<file path="config.mk">
export PLATFORM = sky130hd
export DESIGN_NAME = preemptive_priority_task_selector_unit
export DESIGN_NICKNAME = d
export VERILOG_FILES = /design/src/design/ptss_pkg.sv /design/src/design/ptss_ctrl.sv /design/src/design/ptss_dp.sv /design/src/design/preemptive_priority_task_selector_unit.sv
export SDC_FILE = /design/constraint.sdc
export NUM_CORES = 1
export LEC_CHECK = 0
export ABC_AREA = 1
export BUFFER_PORTS_ARGS = -buffer_cell sky130_fd_sc_hd__buf_2
export CAP_MARGIN = 0
export CORE_UTILIZATION = 25
export CTS_CLUSTER_SIZE = 24
export DETAILED_ROUTE_END_ITERATION = 8
export SYNTH_ARGS = -nofsm -noshare
export SYNTH_HDL_FRONTEND = slang
export SYNTH_SLANG_ARGS = --single-unit
</file>
<file path="constraint.sdc">
create_clock -name clk -period 3.45 [get_ports clk]
set_input_delay 0.5175 -clock clk [delete_from_list [all_inputs] [get_ports clk]]
set_output_delay 0.5175 -clock clk [all_outputs]
set_load 0.03 [all_outputs]
</file>
<file path="src/design/ptss_pkg.sv">
// Shared types and constants for the preemptive priority task selector.
// No dependencies; imported by every module of the block.
`timescale 1ns / 1ps
`default_nettype none

package ptss_pkg;

  // Table geometry and stored field widths
  localparam int TASK_SLOTS = 16;
  localparam int SLOT_W     = $clog2(TASK_SLOTS);
  localparam int PRIO_BITS  = 8;
  localparam int TIME_BITS  = 16;
  localparam int ARR_W      = 32;
  localparam int ENTRY_W    = ARR_W + PRIO_BITS;

  // Port field widths
  localparam int IN_SLOT_W  = 4;
  localparam int IN_STATE_W = 2;
  localparam int IN_TIME_W  = 16;
  localparam int IN_PRIO_W  = 8;
  localparam int IN_DATA_W  = 64;
  localparam int OUT_DATA_W = 16;

  // Input beat kinds
  localparam logic KIND_WRITE  = 1'b0;
  localparam logic KIND_SELECT = 1'b1;

  // Slot status codes; code three behaves as inactive
  typedef enum logic [1:0] {
    TS_INACTIVE = 2'd0,
    TS_READY    = 2'd1,
    TS_RUNNING  = 2'd2,
    TS_SPARE    = 2'd3
  } task_state_t;

  // Controller states
  typedef enum logic [2:0] {
    ST_IDLE,
    ST_RUN_RD,
    ST_RUN_CAP,
    ST_SCAN,
    ST_DRAIN,
    ST_DECIDE
  } ctrl_state_t;

  // Controller to datapath commands
  typedef struct packed {
    logic wr;         // load one slot from the input beat
    logic latch_run;  // capture first running slot
    logic rd_run;     // read table at running slot
    logic cap_run;    // capture running priority, clear best
    logic rd_scan;    // read table at scan counter
    logic commit;     // update status, load result register
  } ctrl_cmd_t;

  // Datapath to controller status
  typedef struct packed {
    logic scan_last;  // scan counter at last slot
    logic out_busy;   // result register full and not taken
  } dp_sts_t;

endpackage

`default_nettype wire

</file>
<file path="src/design/ptss_ctrl.sv">
// Sequencer for the task selector: accepts beats and steps the datapath
// through the running-slot read, table scan and commit. Uses ptss_pkg.
`timescale 1ns / 1ps
`default_nettype none

module ptss_ctrl (
  input  wire logic               clk,
  input  wire logic               rst,
  input  wire logic               in_valid,
  input  wire logic               in_kind,
  output logic                    in_ready,
  input  wire ptss_pkg::dp_sts_t  sts,
  output ptss_pkg::ctrl_cmd_t     cmd
);
  import ptss_pkg::*;

  ctrl_state_t state, state_next;
  logic        accept;

  // State register
  always_ff @(posedge clk) begin
    if (rst) begin
      state <= ST_IDLE;
    end else begin
      state <= state_next;
    end
  end

  assign in_ready = (state == ST_IDLE);
  assign accept   = in_valid && in_ready;

  // Next state and commands
  always_comb begin
    state_next = state;
    cmd        = '0;
    unique case (state)
      ST_IDLE: begin
        if (accept) begin
          if (in_kind == KIND_WRITE) begin
            cmd.wr = 1'b1;
          end else begin
            cmd.latch_run = 1'b1;
            state_next    = ST_RUN_RD;
          end
        end
      end
      ST_RUN_RD: begin
        cmd.rd_run = 1'b1;
        state_next = ST_RUN_CAP;
      end
      ST_RUN_CAP: begin
        cmd.cap_run = 1'b1;
        state_next  = ST_SCAN;
      end
      ST_SCAN: begin
        cmd.rd_scan = 1'b1;
        if (sts.scan_last) begin
          state_next = ST_DRAIN;
        end
      end
      ST_DRAIN: begin
        // last compare lands this cycle
        state_next = ST_DECIDE;
      end
      ST_DECIDE: begin
        if (!sts.out_busy) begin
          cmd.commit = 1'b1;
          state_next = ST_IDLE;
        end
      end
      default: begin
        state_next = ST_IDLE;
      end
    endcase
  end

endmodule

`default_nettype wire

</file>
<file path="src/design/ptss_dp.sv">
// Datapath of the task selector: slot status flops, priority/arrival table,
// scan compare unit and result register. Uses ptss_pkg.
`timescale 1ns / 1ps
`default_nettype none

module ptss_dp (
  input  wire logic                              clk,
  input  wire logic                              rst,
  input  wire ptss_pkg::ctrl_cmd_t               cmd,
  input  wire logic [ptss_pkg::IN_SLOT_W-1:0]    in_slot,
  input  wire logic [ptss_pkg::IN_STATE_W-1:0]   in_state,
  input  wire logic [ptss_pkg::IN_TIME_W-1:0]    in_time,
  input  wire logic [ptss_pkg::IN_PRIO_W-1:0]    in_prio,
  input  wire logic [ptss_pkg::ARR_W-1:0]        in_arr,
  input  wire logic                              out_ready,
  output ptss_pkg::dp_sts_t                      sts,
  output logic                                   out_valid,
  output logic                                   out_found,
  output logic [ptss_pkg::IN_SLOT_W-1:0]         out_chosen,
  output logic                                   out_pre,
  output logic [ptss_pkg::IN_SLOT_W-1:0]         out_pre_slot
);
  import ptss_pkg::*;

  // Slot status and "time left is nonzero" flags, cleared by reset
  logic [1:0]            st [TASK_SLOTS];
  logic [TASK_SLOTS-1:0] nz;
  logic [TASK_SLOTS-1:0] vld;
  logic [TASK_SLOTS-1:0] elig;

  // Priority and arrival table
  logic [ENTRY_W-1:0]    mem [TASK_SLOTS];
  logic [ENTRY_W-1:0]    rd_q;
  logic                  rd_vld_q;
  logic [SLOT_W-1:0]     rd_addr;
  logic [PRIO_BITS-1:0]  rd_prio;
  logic [ARR_W-1:0]      rd_arr;

  logic [SLOT_W-1:0]     wr_idx;
  logic                  wr_ok;

  logic                  run_any;
  logic [SLOT_W-1:0]     run_enc;
  logic                  run_found;
  logic [SLOT_W-1:0]     run_idx;
  logic                  limited;
  logic [PRIO_BITS-1:0]  limit;

  logic [SLOT_W-1:0]     cnt;
  logic                  cmp_vld;
  logic [SLOT_W-1:0]     cmp_idx;
  logic                  take;

  logic                  best_found;
  logic [SLOT_W-1:0]     best_idx;
  logic [PRIO_BITS-1:0]  best_prio;
  logic [ARR_W-1:0]      best_arr;

  logic                  sel_found;
  logic [SLOT_W-1:0]     sel_idx;
  logic                  sel_pre;

  assign wr_idx = SLOT_W'(in_slot);
  assign wr_ok  = (32'(in_slot) < TASK_SLOTS);

  // Ready with time left
  always_comb begin
    for (int i = 0; i < TASK_SLOTS; i++) begin
      elig[i] = (st[i] == TS_READY) && nz[i];
    end
  end

  // First running slot in table order
  always_comb begin
    run_any = 1'b0;
    run_enc = '0;
    for (int i = TASK_SLOTS - 1; i >= 0; i--) begin
      if (st[i] == TS_RUNNING) begin
        run_any = 1'b1;
        run_enc = SLOT_W'(i);
      end
    end
  end

  // Final decision from the scan
  always_comb begin
    sel_pre   = limited && best_found;
    sel_found = limited || best_found;
    sel_idx   = (limited && !best_found) ? run_idx : best_idx;
  end

  // Status flops
  always_ff @(posedge clk) begin
    if (rst) begin
      for (int i = 0; i < TASK_SLOTS; i++) begin
        st[i] <= TS_INACTIVE;
      end
      nz  <= '0;
      vld <= '0;
    end else if (cmd.wr && wr_ok) begin
      st[wr_idx]  <= in_state;
      nz[wr_idx]  <= (in_time[TIME_BITS-1:0] != '0);
      vld[wr_idx] <= 1'b1;
    end else if (cmd.commit) begin
      if (sel_pre) begin
        st[run_idx] <= TS_READY;
      end
      if (sel_found) begin
        st[sel_idx] <= TS_RUNNING;
      end
    end
  end

  // Table write and registered read
  assign rd_addr = cmd.rd_scan ? cnt : run_idx;

  always_ff @(posedge clk) begin
    if (cmd.wr && wr_ok) begin
      mem[wr_idx] <= {in_arr, in_prio[PRIO_BITS-1:0]};
    end
    if (cmd.rd_run || cmd.rd_scan) begin
      rd_q     <= mem[rd_addr];
      rd_vld_q <= vld[rd_addr];
    end
  end

  // Never written entries read as zero
  assign rd_prio = rd_vld_q ? rd_q[PRIO_BITS-1:0] : '0;
  assign rd_arr  = rd_vld_q ? rd_q[ENTRY_W-1:PRIO_BITS] : '0;

  // Candidate compare: priority limit, then priority, then arrival
  assign take = cmp_vld && elig[cmp_idx] && (!limited || (rd_prio < limit)) &&
                (!best_found || (rd_prio < best_prio) ||
                 ((rd_prio == best_prio) && (rd_arr < best_arr)));

  // Scan control and best-so-far registers
  always_ff @(posedge clk) begin
    if (rst) begin
      cmp_vld    <= 1'b0;
      best_found <= 1'b0;
      limited    <= 1'b0;
      run_found  <= 1'b0;
      cnt        <= '0;
    end else begin
      cmp_vld <= cmd.rd_scan;
      if (cmd.latch_run) begin
        run_found <= run_any;
      end
      if (cmd.cap_run) begin
        limited    <= run_found && nz[run_idx];
        best_found <= 1'b0;
        cnt        <= '0;
      end else if (cmd.rd_scan) begin
        cnt <= cnt + 1'b1;
      end
      if (take) begin
        best_found <= 1'b1;
      end
    end
  end

  always_ff @(posedge clk) begin
    if (cmd.latch_run) begin
      run_idx <= run_enc;
    end
    if (cmd.cap_run) begin
      limit <= rd_prio;
    end
    cmp_idx <= cnt;
    if (take) begin
      best_idx  <= cmp_idx;
      best_prio <= rd_prio;
      best_arr  <= rd_arr;
    end
  end

  // Result register
  always_ff @(posedge clk) begin
    if (rst) begin
      out_valid <= 1'b0;
    end else if (cmd.commit) begin
      out_valid <= 1'b1;
    end else if (out_ready) begin
      out_valid <= 1'b0;
    end
  end

  always_ff @(posedge clk) begin
    if (cmd.commit) begin
      out_found    <= sel_found;
      out_chosen   <= sel_found ? IN_SLOT_W'(sel_idx) : '0;
      out_pre      <= sel_pre;
      out_pre_slot <= sel_pre ? IN_SLOT_W'(run_idx) : '0;
    end
  end

  assign sts.scan_last = (32'(cnt) == TASK_SLOTS - 1);
  assign sts.out_busy  = out_valid && !out_ready;

endmodule

`default_nettype wire

</file>
<file path="src/design/preemptive_priority_task_selector_unit.sv">
// Preemptive fixed-priority task selector, top level.
// Instantiates ptss_ctrl and ptss_dp; uses ptss_pkg.
//
// Usage:
//   Input stream (s_*): one beat per item. s_tuser is the kind: 0 loads the
//   task slot named in s_tdata, 1 asks for a scheduling decision.
//   Output stream (m_*): one beat per decision, none for a slot load.
// Sequencing:
//   A slot load is written in the cycle it is accepted; s_tready stays high.
//   A decision reads and captures the running slot's priority, then scans one
//   table entry per cycle over all 16 slots through the single read port,
//   passes a drain state and commits; m_tvalid is registered from the commit.
//   s_tready returns once the commit is done, so no new beat is taken while
//   a decision is in work. One item is in work at a time.
// Reset:
//   rst (synchronous, active high) marks all slots inactive with zero time,
//   priority and arrival, and empties the result register.
// Stall:
//   The result register holds a finished decision while m_tready is low;
//   new beats are still accepted, but the next decision waits at commit
//   until the register is free.
`timescale 1ns / 1ps
`default_nettype none

module preemptive_priority_task_selector_unit (
  input  wire logic                              clk,
  input  wire logic                              rst,
  input  wire logic                              s_tvalid,
  output logic                                   s_tready,
  // slot[3:0], task_state[5:4], time_left[21:6], prio_level[29:22],
  // arrived_at[61:30], zero [63:62]
  input  wire logic [ptss_pkg::IN_DATA_W-1:0]    s_tdata,
  // kind[0]
  input  wire logic                              s_tuser,
  output logic                                   m_tvalid,
  input  wire logic                              m_tready,
  // found[0], chosen_slot[4:1], preempted[5], preempted_slot[9:6],
  // zero [15:10]
  output logic [ptss_pkg::OUT_DATA_W-1:0]        m_tdata
);
  import ptss_pkg::*;

  ctrl_cmd_t             cmd;
  dp_sts_t               sts;
  logic                  out_found;
  logic                  out_pre;
  logic [IN_SLOT_W-1:0]  out_chosen;
  logic [IN_SLOT_W-1:0]  out_pre_slot;

  ptss_ctrl u_ctrl (
    .clk      (clk),
    .rst      (rst),
    .in_valid (s_tvalid),
    .in_kind  (s_tuser),
    .in_ready (s_tready),
    .sts      (sts),
    .cmd      (cmd)
  );

  ptss_dp u_dp (
    .clk          (clk),
    .rst          (rst),
    .cmd          (cmd),
    .in_slot      (s_tdata[3:0]),
    .in_state     (s_tdata[5:4]),
    .in_time      (s_tdata[21:6]),
    .in_prio      (s_tdata[29:22]),
    .in_arr       (s_tdata[61:30]),
    .out_ready    (m_tready),
    .sts          (sts),
    .out_valid    (m_tvalid),
    .out_found    (out_found),
    .out_chosen   (out_chosen),
    .out_pre      (out_pre),
    .out_pre_slot (out_pre_slot)
  );

  // Result beat packing
  assign m_tdata = {6'd0, out_pre_slot, out_pre, out_chosen, out_found};

endmodule

`default_nettype wire

</file>
==> impl_metrics.toml, run 1 <==
[die]
boundaryPins = 87
floorplan.initialDensity = 0.2525
core_region_area_um2 = 135800
chipWidth_um = 372.4
design.die.area_um2 = 138700
core.rowCount = 135
chipHeight_um = 372.4

[cts]
cts_max_level = 3
clock_tree_root_driver_cell = "sky130_fd_sc_hd__clkbuf_16"
tritoncts = "yes"
cts.repair.resized = 0
clock_insertion_delay_worst_skew_ns = 0.65
cts-buffers-inserted = 88
numClockSinks = 827
clkSlewWorstSetupHoldPaths_ns = 0.06
post_cts_buffers = 0
clk_path_buf_depth = 3
holdBufCountCts = 0

[layout]
mostFrequentLayoutCells = "747 x sky130_fd_sc_hd__edfxtp_1, 498 x sky130_fd_sc_hd__nor2_1, 358 x sky130_fd_sc_hd__o21ai_0"
fin_nets = 3108
final_common_cell = "sky130_fd_sc_hd__edfxtp_1"
syn2layout_area_growth_pct = 16.22
postLayoutCoreUtil = 0.2935
post_route_cells_drive_above_1_share = 0.1045
multi_input_comb_area_um2 = 8686
ff_latch_area_um2 = 24030
filler_cell_count = 13780

[synthesis]
synthesis.area_um2 = 34290
share_of_synthesized_area_occupied_by_flip_flops_and_latches = 0.7008
synthDominantAreaCellType = "sky130_fd_sc_hd__edfxtp_1"
syn_inst = 2920
fraction_of_synthesized_cell_area_taken_by_the_top_area_cell_type = 0.6541
yosysWarningCount = 0
synth_edf_count = 747
synthTopCellsByArea = "sky130_fd_sc_hd__edfxtp_1 65%, sky130_fd_sc_hd__nor2_1 5.6%, sky130_fd_sc_hd__o21ai_0 5.2%"
ys_types = 46
dominantRegCellSynth = "sky130_fd_sc_hd__edfxtp_1"
postSynth.asyncResetShare = 0
synth-seq-cells = 827
syn-mean-instance-area_um2 = 11.74

[detailed_routing]
detailedRoute.firstPassIterationCount = 5
avgViaCountPerCell = 4.516
detailroute.via_count = 21890
detail_route.iter0.violations = 2003
drt_wl_total_um = 85610
detail_route.drc_violations = 0
detail-route-antenna-nets = 0
wl_per_cell_um = 17.66

[setup_path]
crit_type = "reg -> reg"
crit_fanout = 37
critical_path.reg2reg.endpoint = "u_dp.best_arr[3]$_DFFE_PP_"
worst_ep_required_time_ns = 3.82
worst_setup_path_end_kind = "register"
cp_data_arrival_time_ns = 3.24
max_stage_delay_ns = 0.44
cpMaxStageDelayCell = "sky130_fd_sc_hd__edfxtp_1"
r2r_slack_ns = 0.58
cp-startpoint = "u_dp.rd_vld_q$_DFFE_PP_"
r2r-start = "u_dp.rd_vld_q$_DFFE_PP_"
path_depth = 13
timing.critical_path.buf_inv = 3
setup.worst_path.start_class = "register"
timing.reg2reg.worst_path_depth = 13
crit_path_end = "u_dp.best_arr[3]$_DFFE_PP_"
cpMostUsedCell = "sky130_fd_sc_hd__nand2_1"
worst_path_dominant_cell_family = "simple AND/OR/NAND/NOR gates"
cell_by_cell_trace_of_the_critical_path = "buf_12, nand2_1, inv_1, ha_1, nand2_1, nor2_1, nand4_1, nor4_1, nand2_1, nand3_1, nand2_1, and2_2, buf_12"

[global_routing]
grt_start_max_net_pins = 114
globalRoute.totalOverflow = 0
grt_antenna_before_repair = 16
number_of_global_route_vias_before_repair = 20540
grt_pass1_wl_um = 128400
groute.usage.overall = 0.1211

[power]
power.total_uw = 22690
power-per-cell-area_nw_per_um2 = 569.2
total_leakage_power_uw = 0.01369
power.ir.vdd_worst_mv = 0.3917

[sta]
tightest_slew_ns = 0.7825
max_clock_skew_ns = 0.02528
holdWs_ns = 0.2392
report.final.hold_viol_count = 0
timing.final.crit_period_ns = 2.867
layout_worst_path_cycle_share = 0.8311
slew_headroom = 0.4764
setup_viol = 0
slew_viols_final = 0
rsz_0062_raised_after_global_routing = "no"
achievable-frequency_ghz = 0.3488
setup_tns_ns = 0

[min_path]
worst_hold_path_type = "in -> reg"
hold_depth = 1

[place]
detailed_placement_wirelength_estimate_um = 46310
io_buffer_count = 78
routability_congestion = 0.8512

[flow_run]
drv_cap = 0

[outcome]
result_of_the_run = "complete, no violations"
-- where the power goes --
group / leakage (µW) / internal, µW / total (µW) / switching (µW)
Clock: 0.00131 / 4970 / 8850 / 3890
Combinational: 0.00497 / 752 / 2560 / 1800
Sequential: 0.00740 / 11200 / 11300 / 80.8
-- cells by family (layout without fill, tap and decap cells) --
group,after synthesis,after routing,synth area share
and+or+nand+nor,899,899,0.1071
DFF,827,827,0.7008
AOI/OAI and AO/OA,741,741,0.1238
buffers and inverters,405,543,0.05108
adders and majority gates,47,47,0.01715
other,1,9,0.0001094
-- synth_stat cells, types with 2 or more instances --
cell type                  count
sky130_fd_sc_hd__edfxtp_1    747
sky130_fd_sc_hd__nor2_1      514
sky130_fd_sc_hd__o21ai_0     358
sky130_fd_sc_hd__nand2_1     220
sky130_fd_sc_hd__inv_1       219
sky130_fd_sc_hd__o211ai_1    165
sky130_fd_sc_hd__nand3_1     126
sky130_fd_sc_hd__a21oi_1     124
sky130_fd_sc_hd__dfxtp_1      80
sky130_fd_sc_hd__clkbuf_1     71
sky130_fd_sc_hd__o21ai_1      57
sky130_fd_sc_hd__buf_2        54
sky130_fd_sc_hd__ha_1         47
sky130_fd_sc_hd__buf_4        17
sky130_fd_sc_hd__inv_2        17
sky130_fd_sc_hd__buf_6        13
sky130_fd_sc_hd__clkinv_1      7
sky130_fd_sc_hd__nand4_1       7
sky130_fd_sc_hd__nor3_1        7
sky130_fd_sc_hd__a21boi_1      6
sky130_fd_sc_hd__a31oi_1       6
sky130_fd_sc_hd__buf_1         6
sky130_fd_sc_hd__o21a_1        5
sky130_fd_sc_hd__nand3b_1      4
sky130_fd_sc_hd__nor2_2        4
sky130_fd_sc_hd__nor2_4        4
sky130_fd_sc_hd__nor4_1        4
sky130_fd_sc_hd__a21oi_4       3
sky130_fd_sc_hd__nand2_2       3
sky130_fd_sc_hd__o22ai_1       3
sky130_fd_sc_hd__a211oi_1      2
sky130_fd_sc_hd__a21boi_0      2
sky130_fd_sc_hd__nand3_2       2
sky130_fd_sc_hd__o21ai_2       2
sky130_fd_sc_hd__o21bai_1      2
sky130_fd_sc_hd__o31ai_1       2
-- worst reg2reg max path: stages, from the launching register on --
cell and delay [ns]:
sky130_fd_sc_hd__edfxtp_1 0.44, sky130_fd_sc_hd__buf_12 0.20, sky130_fd_sc_hd__nand2_1 0.07, sky130_fd_sc_hd__inv_1 0.05
sky130_fd_sc_hd__ha_1 0.28, sky130_fd_sc_hd__nand2_1 0.08, sky130_fd_sc_hd__nor2_1 0.15, sky130_fd_sc_hd__nand4_1 0.13
sky130_fd_sc_hd__nor4_1 0.37, sky130_fd_sc_hd__nand2_1 0.19, sky130_fd_sc_hd__nand3_1 0.11, sky130_fd_sc_hd__nand2_1 0.10
sky130_fd_sc_hd__and2_2 0.22, sky130_fd_sc_hd__buf_12 0.19
-- worst min path at each step --
stage / start / to / slack [ns]
6_report: s_tdata[46] / u_dp.mem[15][24]$_DFFE_PP_ / 0.24
5_1_grt: s_tdata[55] / u_dp.mem[13][33]$_DFFE_PP_ / 0.23
4_1_cts: s_tdata[36] / u_dp.mem[11][14]$_DFFE_PP_ / 0.20
3_5_place_dp: u_dp.cnt[0]$_SDFFE_PP0P_ / u_dp.cmp_idx[0]$_DFF_P_ / 0.39
3_3_place_gp: u_dp.cnt[0]$_SDFFE_PP0P_ / u_dp.cmp_idx[0]$_DFF_P_ / 0.39
2_1_floorplan: u_dp.cnt[1]$_SDFFE_PP0P_ / u_dp.cmp_idx[1]$_DFF_P_ / 0.37
-- stage by stage --
step / std cells / setup slack [ns] / instance area [µm²]
after global routing: 4844 / 0.4418 / 39850
after detailed placement: 4683 / 0.5821 / 37170
after CTS: 4844 / 0.5488 / 39850
final: 4847 / 0.5828 / 39860
after floorplan: 2925 / -0.1733 / 34310
after global placement: 4683 / 0.5954 / 37170
-- per-layer routing --
| metal | wire (µm) | part of all wire | track usage | up-vias |
|---|---|---|---|---|
| li1 | - | - | - | 10540 |
| met1 | 37030 | 0.43 | 0.1549 | 10620 |
| met2 | 41660 | 0.49 | 0.2063 | 551 |
| met3 | 4812 | 0.056 | 0.02255 | 163 |
| met4 | 2003 | 0.023 | 0.03681 | 18 |
| met5 | 105 | 0.0012 | 0 | - |
-- registers in the layout (all words and copies together) (netlist names), 3 cells and up --
signal / cells
u_dp.mem: 640
u_dp.rd_q: 40
u_dp.best_arr: 32
u_dp.st: 32
u_dp.nz: 16
u_dp.vld: 16
u_dp.best_prio: 8
u_dp.limit: 8
u_dp.best_idx: 4
u_dp.cmp_idx: 4
u_dp.cnt: 4
u_dp.out_chosen: 4
u_dp.out_pre_slot: 4
u_dp.run_idx: 4
u_ctrl.state: 3
-- final cells by class --
class	count	share of cell area
diodes	3	0.0001884
clock buffers	110	0.05864
clock inverters	51	0.008633
inverters	244	0.02329
multi-input cells	1693	0.2179
flip-flops and latches	827	0.6030
well taps	1781	0.05591
repair buffers	138	0.03240
Note: power is estimated with default switching activity, not from simulation.
==> run 2: changes to the inputs <==
- ABC_AREA: 1 -> 0
- clock period: 3.45 -> 2.34 ns (I/O delays scaled with it)
==> run 2 against run 1 <==
The flow now finishes with violations (negative setup slack). Clock skew increased by 0.029 ns. Critical path depth is 3 lower. Via count shrank 18%. Clock power rose by 62%. Sequential power grew 50%. Die area shrank 3.8%. Combinational power increased to 2.7 times the previous value. Design area up 6.4%. Setup slack got worse by 1.0 ns. Utilization up 3.2 points. Highest routed layer unchanged.
==> impl_metrics.toml, run 2 <==
[power]
total_leakage_power_uw = 0.01413
power-per-cell-area_nw_per_um2 = 899.7
power.ir.vdd_worst_mv = 0.5327

[min_path]
holdCritStartpoint = "s_tdata[31]"
hold_depth = 1
hold_end = "u_dp.mem[3][9]$_DFFE_PP_"
worst_hold_path_type = "in -> reg"

[flow_run]
drv_cap = 0

[synthesis]
syn-mean-instance-area_um2 = 18.15
synthDominantAreaCellType = "sky130_fd_sc_hd__edfxtp_1"
netlist_top_cells_count = "747 x sky130_fd_sc_hd__edfxtp_1, 169 x sky130_fd_sc_hd__mux4_2, 90 x sky130_fd_sc_hd__nor2_1, 83 x sky130_fd_sc_hd__nand2_1, 82 x sky130_fd_sc_hd__a22oi_1"
synth-seq-cells = 827
yosysMostFrequentCell = "sky130_fd_sc_hd__edfxtp_1"
synth_edf_count = 747
syn_inst = 1818
synthTopCellsByArea = "sky130_fd_sc_hd__edfxtp_1 68%, sky130_fd_sc_hd__mux4_2 12%, sky130_fd_sc_hd__dfxtp_1 4.9%"
postSynth.asyncResetShare = 0
synthesis.area_um2 = 32990
dominantRegCellSynth = "sky130_fd_sc_hd__edfxtp_1"
fraction_of_synthesized_cell_area_taken_by_the_top_area_cell_type = 0.6799
yosysWarningCount = 0
share_of_synthesized_area_occupied_by_flip_flops_and_latches = 0.7285
ys_types = 64

[setup_path]
timing.reg2reg.worst_path_depth = 10
worst_setup_path_end_kind = "register"
r2r-start = "u_dp.rd_vld_q$_DFFE_PP_"
crit_type = "reg -> reg"
worst_ep_required_time_ns = 2.72
cp-startpoint = "u_dp.rd_vld_q$_DFFE_PP_"
critical_path.reg2reg.endpoint = "u_dp.best_arr[6]$_DFFE_PP_"
setup.worst_path.start_class = "register"
crit_fanout = 10
cp_data_arrival_time_ns = 3.18
r2r_slack_ns = -0.46

[sta]
fin_ws_ns = -0.4620
slew_viols_final = 0
tightest_slew_ns = 0.7032
achievable-frequency_ghz = 0.3569
setup_viol = 74
setup_tns_ns = -20.97
slew_headroom = 0.5311
report.final.hold_viol_count = 0
max_clock_skew_ns = 0.05422
timing.final.crit_period_ns = 2.802
layout_worst_path_cycle_share = 1.197
rsz_0062_raised_after_global_routing = "yes"

[cts]
clock_tree_root_driver_cell = "sky130_fd_sc_hd__clkbuf_16"
clk_path_buf_depth = 3
clock_insertion_delay_worst_skew_ns = 0.69
numClockSinks = 827
cts-buffers-inserted = 88
clkSlewWorstSetupHoldPaths_ns = 0.07
tritoncts = "yes"
cts_max_level = 3

[global_routing]
grt_start_max_net_pins = 43
groute.usage.overall = 0.1253
grt_antenna_before_repair = 24
number_of_global_route_vias_before_repair = 18220
globalRoute.totalOverflow = 0
grt_pass1_wl_um = 123500

[place]
detailed_placement_wirelength_estimate_um = 50100
routability_congestion = 0.8015
postPlaceCellArea_um2 = 37070
io_buffer_count = 78

[die]
core_region_area_um2 = 130100
floorplan.initialDensity = 0.2535
chipHeight_um = 365.3
core.rowCount = 132
chipWidth_um = 365.3
design.die.area_um2 = 133400
boundaryPins = 87

[layout]
mostFrequentLayoutCells = "747 x sky130_fd_sc_hd__edfxtp_1, 169 x sky130_fd_sc_hd__mux4_2, 99 x sky130_fd_sc_hd__buf_4"
largest_register_ff_count = 640
final_common_cell = "sky130_fd_sc_hd__edfxtp_1"
final_cell_area_um2 = 42400
fin_nets = 2247
reg_top3 = "u_dp.mem (640), u_dp.rd_q (40)"
post_route_cells_drive_above_1_share = 0.3645
registers.top_by_ff_count = "u_dp.mem"
syn2layout_area_growth_pct = 28.52

[outcome]
result_of_the_run = "finished, violations left"
failed_checks = "negative setup slack"

[detailed_routing]
detailroute.via_count = 18050
wl_per_cell_um = 21.56
drt_wl_total_um = 85120
detail_route.iter0.violations = 1571
detail_route.drc_violations = 0
detailedRoute.firstPassIterationCount = 5
avgViaCountPerCell = 4.571
detail-route-antenna-nets = 0
## run 2: kinds of logic (layout without fill, tap and decap cells)
group / after synthesis / in the layout / share of synthesized area
multiplexers: 195 / 195 / 0.1233
AND/OR/NAND/NOR: 375 / 375 / 0.06011
adder cells (fa/ha/maj): 47 / 47 / 0.01783
buffers and inverters: 149 / 532 / 0.02257
flip-flops: 827 / 827 / 0.7285
XOR/XNOR: 3 / 3 / 0.0007966
other: 1 / 7 / 0.0001137
AO/OA/AOI/OAI: 221 / 221 / 0.04676
## run 2: timing repair
action | CTS | global route
resized for setup | 151 | 133
pin swaps | 53 | 56
buffers inserted | 31 | 42
endpoints found under the hold margin | 1 | 0
hold buffers | 2 | 0
setup endpoints to repair | 95 | 129
cloned | 17 | 10
## run 2: final cells by class
cell class              count  area, µm²
fillers                 12490      87740
flip-flops and latches    827      24040
multi-input cells         847       9308
repair buffers            311       3677
clock buffers             106       2301
well taps                1742       2180
clock inverters            59      685.7
inverters                  56      210.2
diodes                      1      2.502
## run 2: how the worst max path moves through the flow
stage	cells after the start	end	slack, ns
global route	12	u_dp.best_prio[3]$_DFFE_PP_	-0.57
global placement	9	u_dp.best_idx[1]$_DFFE_PP_	-0.41
floorplan	9	u_dp.best_arr[0]$_DFFE_PP_	-0.99
finish	10	u_dp.best_arr[6]$_DFFE_PP_	-0.46
CTS	12	u_dp.best_prio[3]$_DFFE_PP_	-0.41
detailed placement	9	u_dp.best_idx[3]$_DFFE_PP_	-0.45
## run 2: worst max-delay path: stages (launching register included)
cell and delay [ns]:
sky130_fd_sc_hd__edfxtp_1 0.45, sky130_fd_sc_hd__buf_6 0.18, sky130_fd_sc_hd__and2_4 0.17, sky130_fd_sc_hd__ha_2 0.16, sky130_fd_sc_hd__or3_1 0.36, sky130_fd_sc_hd__o221a_2 0.26
sky130_fd_sc_hd__o221ai_2 0.19, sky130_fd_sc_hd__nand3_2 0.15, sky130_fd_sc_hd__nor3_4 0.25, sky130_fd_sc_hd__buf_6 0.16, sky130_fd_sc_hd__buf_6 0.16
## run 2: metal layers
| metal | vias to the layer above | track usage | share of wire | wire [µm] |
|---|---|---|---|---|
| met1 | 9441 | 0.1654 | 0.43 | 36730 |
| met2 | 510 | 0.2126 | 0.50 | 42240 |
| met4 | 10 | 0.03323 | 0.023 | 1968 |
| li1 | 7940 | - | - | - |
| met5 | - | 0 | 0.00082 | 70 |
| met3 | 148 | 0.02049 | 0.048 | 4105 |
## run 2: through the flow
| step | hold slack [ns] | instances | total power, µW | util | setup slack (ns) |
|---|---|---|---|---|---|
| 2_1_floorplan | 0.3774 | 1823 | 20530 | - | -0.9853 |
| 3_3_place_gp | 0.4310 | 3702 | 22440 | 0.2848 | -0.4148 |
| 3_5_place_dp | 0.4322 | 3702 | 22470 | 0.2848 | -0.4465 |
| 4_1_cts | 0.002632 | 3917 | 38010 | 0.3195 | -0.4118 |
| 5_1_grt | 0.03035 | 3949 | 39430 | 0.3258 | -0.5655 |
| 6_report | 0.04252 | 3949 | 38150 | 0.3258 | -0.4620 |
## run 2: power breakdown
part	switching, µW	internal, µW	leakage (µW)
clock	6050	8240	0.00144
sequential	188	16700	0.00740
combinational	3520	3410	0.00529
==> run 3: changes to the inputs <==
- ABC_AREA: 0 -> 1
==> run 3 against run 2 <==
The flow still finishes with violations (negative setup slack). Critical endpoint is now u_dp.best_arr[8]$_DFFE_PP_. Count of clock-buffer cells in the layout down 2. Largest power group unchanged. Global-route usage up 0.35 points. Fmax up 12%. Die area up 3.9%. Critical path type unchanged.
==> impl_metrics.toml, run 3 (synthesis results as in run 1) <==
[power]
total_leakage_power_uw = 0.01437
power.ir.vdd_worst_mv = 0.5561
power.total_uw = 34310
power-per-cell-area_nw_per_um2 = 832.3

[global_routing]
globalRoute.totalOverflow = 0
grt_start_max_net_pins = 69
groute.usage.overall = 0.1288
number_of_global_route_vias_before_repair = 21530
grt_pass1_wl_um = 135400
grt_antenna_before_repair = 17

[detailed_routing]
detailedRoute.firstPassIterationCount = 8
detailroute.via_count = 22660
detail-route-antenna-nets = 0
wl_per_cell_um = 18.27
detail_route.drc_violations = 0
drt_wl_total_um = 90480
detail_route.iter0.violations = 2167
avgViaCountPerCell = 4.576

[layout]
mostFrequentLayoutCells = "747 x sky130_fd_sc_hd__edfxtp_1, 496 x sky130_fd_sc_hd__nor2_1, 341 x sky130_fd_sc_hd__o21ai_0"
post_route_cells_drive_above_1_share = 0.1401
fin_nets = 3218
final_common_cell = "sky130_fd_sc_hd__edfxtp_1"
syn2layout_area_growth_pct = 20.21
insertedDiodeCount = 0
registers.top_by_ff_count = "u_dp.mem"
largest_register_ff_count = 640
reg_top3 = "u_dp.mem (640), u_dp.rd_q (40)"
postLayoutCoreUtil = 0.3036

[sta]
fin_ws_ns = -0.1720
holdWs_ns = 0.08284
setup_viol = 45
tightest_slew_ns = 0.7428
rsz_0062_raised_after_global_routing = "yes"
timing.final.crit_period_ns = 2.512
slew_viols_final = 0
report.final.hold_viol_count = 0
slew_headroom = 0.4996
achievable-frequency_ghz = 0.3981
layout_worst_path_cycle_share = 1.074
max_clock_skew_ns = 0.02043
setup_tns_ns = -6.585

[outcome]
result_of_the_run = "finished, violations left"
failed_checks = "negative setup slack"

[setup_path]
cp_data_arrival_time_ns = 2.85
critical_path.reg2reg.endpoint = "u_dp.best_arr[8]$_DFFE_PP_"
max_stage_delay_ns = 0.43
cpMostUsedCell = "sky130_fd_sc_hd__inv_1"
r2r_slack_ns = -0.17
cell_by_cell_trace_of_the_critical_path = "buf_8, nand2_1, inv_1, buf_4, ha_1, inv_1, nor3_1, a211oi_1, a21oi_1, nor2_1, and2_4, buf_12"
worst_setup_path_end_kind = "register"
crit_fanout = 23
timing.reg2reg.worst_path_depth = 12
worst_ep_required_time_ns = 2.68
crit_type = "reg -> reg"
setup.worst_path.start_class = "register"
cpMaxStageDelayCell = "sky130_fd_sc_hd__edfxtp_1"
r2r-start = "u_dp.rd_vld_q$_DFFE_PP_"

[place]
dp_slack_ns = -0.2296
detailed_placement_wirelength_estimate_um = 54530
io_buffer_count = 78
routability_congestion = 0.8700

[die]
boundaryPins = 87
design.die.area_um2 = 138700
core_region_area_um2 = 135800
chipWidth_um = 372.4
floorplan.initialDensity = 0.2525
chipHeight_um = 372.4
core.rowCount = 135

[min_path]
holdCritStartpoint = "s_tdata[25]"
hold_end = "u_dp.mem[13][3]$_DFFE_PP_"
hold_depth = 1
worst_hold_path_type = "in -> reg"

[cts]
cts-buffers-inserted = 85
clock_insertion_delay_worst_skew_ns = 0.64
numClockSinks = 827
cts_max_level = 3
tritoncts = "yes"
clk_path_buf_depth = 3
clkSlewWorstSetupHoldPaths_ns = 0.06
clock_tree_root_driver_cell = "sky130_fd_sc_hd__clkbuf_16"

[flow_run]
drv_cap = 0
run 3: cell types whose count changed in the layout (fill, tap and decap cells not counted), sizes merged, moves of 38 or more:
cell    change
a21oi      +89
a22oi      -82
mux4      -169
nand2     +140
o211ai    +164
o21ai     +393
nand3     +101
inv       +178
and2       -38
buf        -52
nor2      +433
run 3: how the worst max path moves through the flow:
stage,startpoint,to,slack (ns),depth (start not counted)
after detailed placement,u_dp.rd_vld_q$_DFFE_PP_,u_dp.best_prio[2]$_DFFE_PP_,-0.23,16
final,u_dp.rd_vld_q$_DFFE_PP_,u_dp.best_arr[8]$_DFFE_PP_,-0.17,12
after global routing,u_dp.rd_vld_q$_DFFE_PP_,u_dp.best_arr[8]$_DFFE_PP_,-0.30,13
after CTS,u_dp.rd_vld_q$_DFFE_PP_,u_dp.best_arr[8]$_DFFE_PP_,-0.16,12
after floorplan,u_ctrl.state[0]$_SDFFE_PP0P_,u_dp.rd_q[2]$_DFFE_PP_,-0.25,16
after global placement,u_dp.rd_vld_q$_DFFE_PP_,u_dp.best_prio[2]$_DFFE_PP_,-0.27,16
run 3: report_power, final:
group          total, µW  switching (µW)  internal, µW  leakage [µW]
Combinational       4400            2900          1510       0.00565
Clock              13300            5620          7660       0.00132
Sequential         16600             125         16500       0.00740
run 3: timing repair:
| action | CTS | global route |
|---|---|---|
| setup buffers | 3 | 0 |
| hold buffers | 1 | 0 |
| endpoints found under the setup margin | 45 | 163 |
| resized for setup | 13 | 29 |
| pin swaps | 1 | 6 |
| endpoints found under the hold margin | 1 | 0 |
run 3: per-layer routing:
metal,track usage,share of wire,vias to the layer above
met1,0.1825,0.46,11040
met2,0.2028,0.46,711
li1,-,-,10760
met3,0.02198,0.065,139
met5,0,0.0011,-
met4,0.03226,0.020,16
run 3: worst max-delay path: cells and delay by family (launching register included):
family	cells	cell delay, ns
buffers and inverters	5	0.63
flip-flops	1	0.43
AND/OR/NAND/NOR	4	0.55
adder cells (fa/ha/maj)	1	0.29
AO/OA/AOI/OAI	2	0.29
run 3: cell type report:
cell class | instances | area, µm²
clock buffers | 104 | 2220
clock inverters | 51 | 501.7
fillers | 13670 | 94580
inverters | 244 | 928.4
multi-input cells | 1693 | 8780
flip-flops and latches | 827 | 24030
well taps | 1781 | 2228
repair buffers | 251 | 2532
run 3: through the flow:
| step | instance area [µm²] | std cells |
|---|---|---|
| 5_1_grt | 41220 | 4951 |
| 3_5_place_dp | 38310 | 4792 |
| 2_1_floorplan | 34500 | 2925 |
| 6_report | 41220 | 4951 |
| 3_3_place_gp | 38310 | 4792 |
| 4_1_cts | 41130 | 4951 |
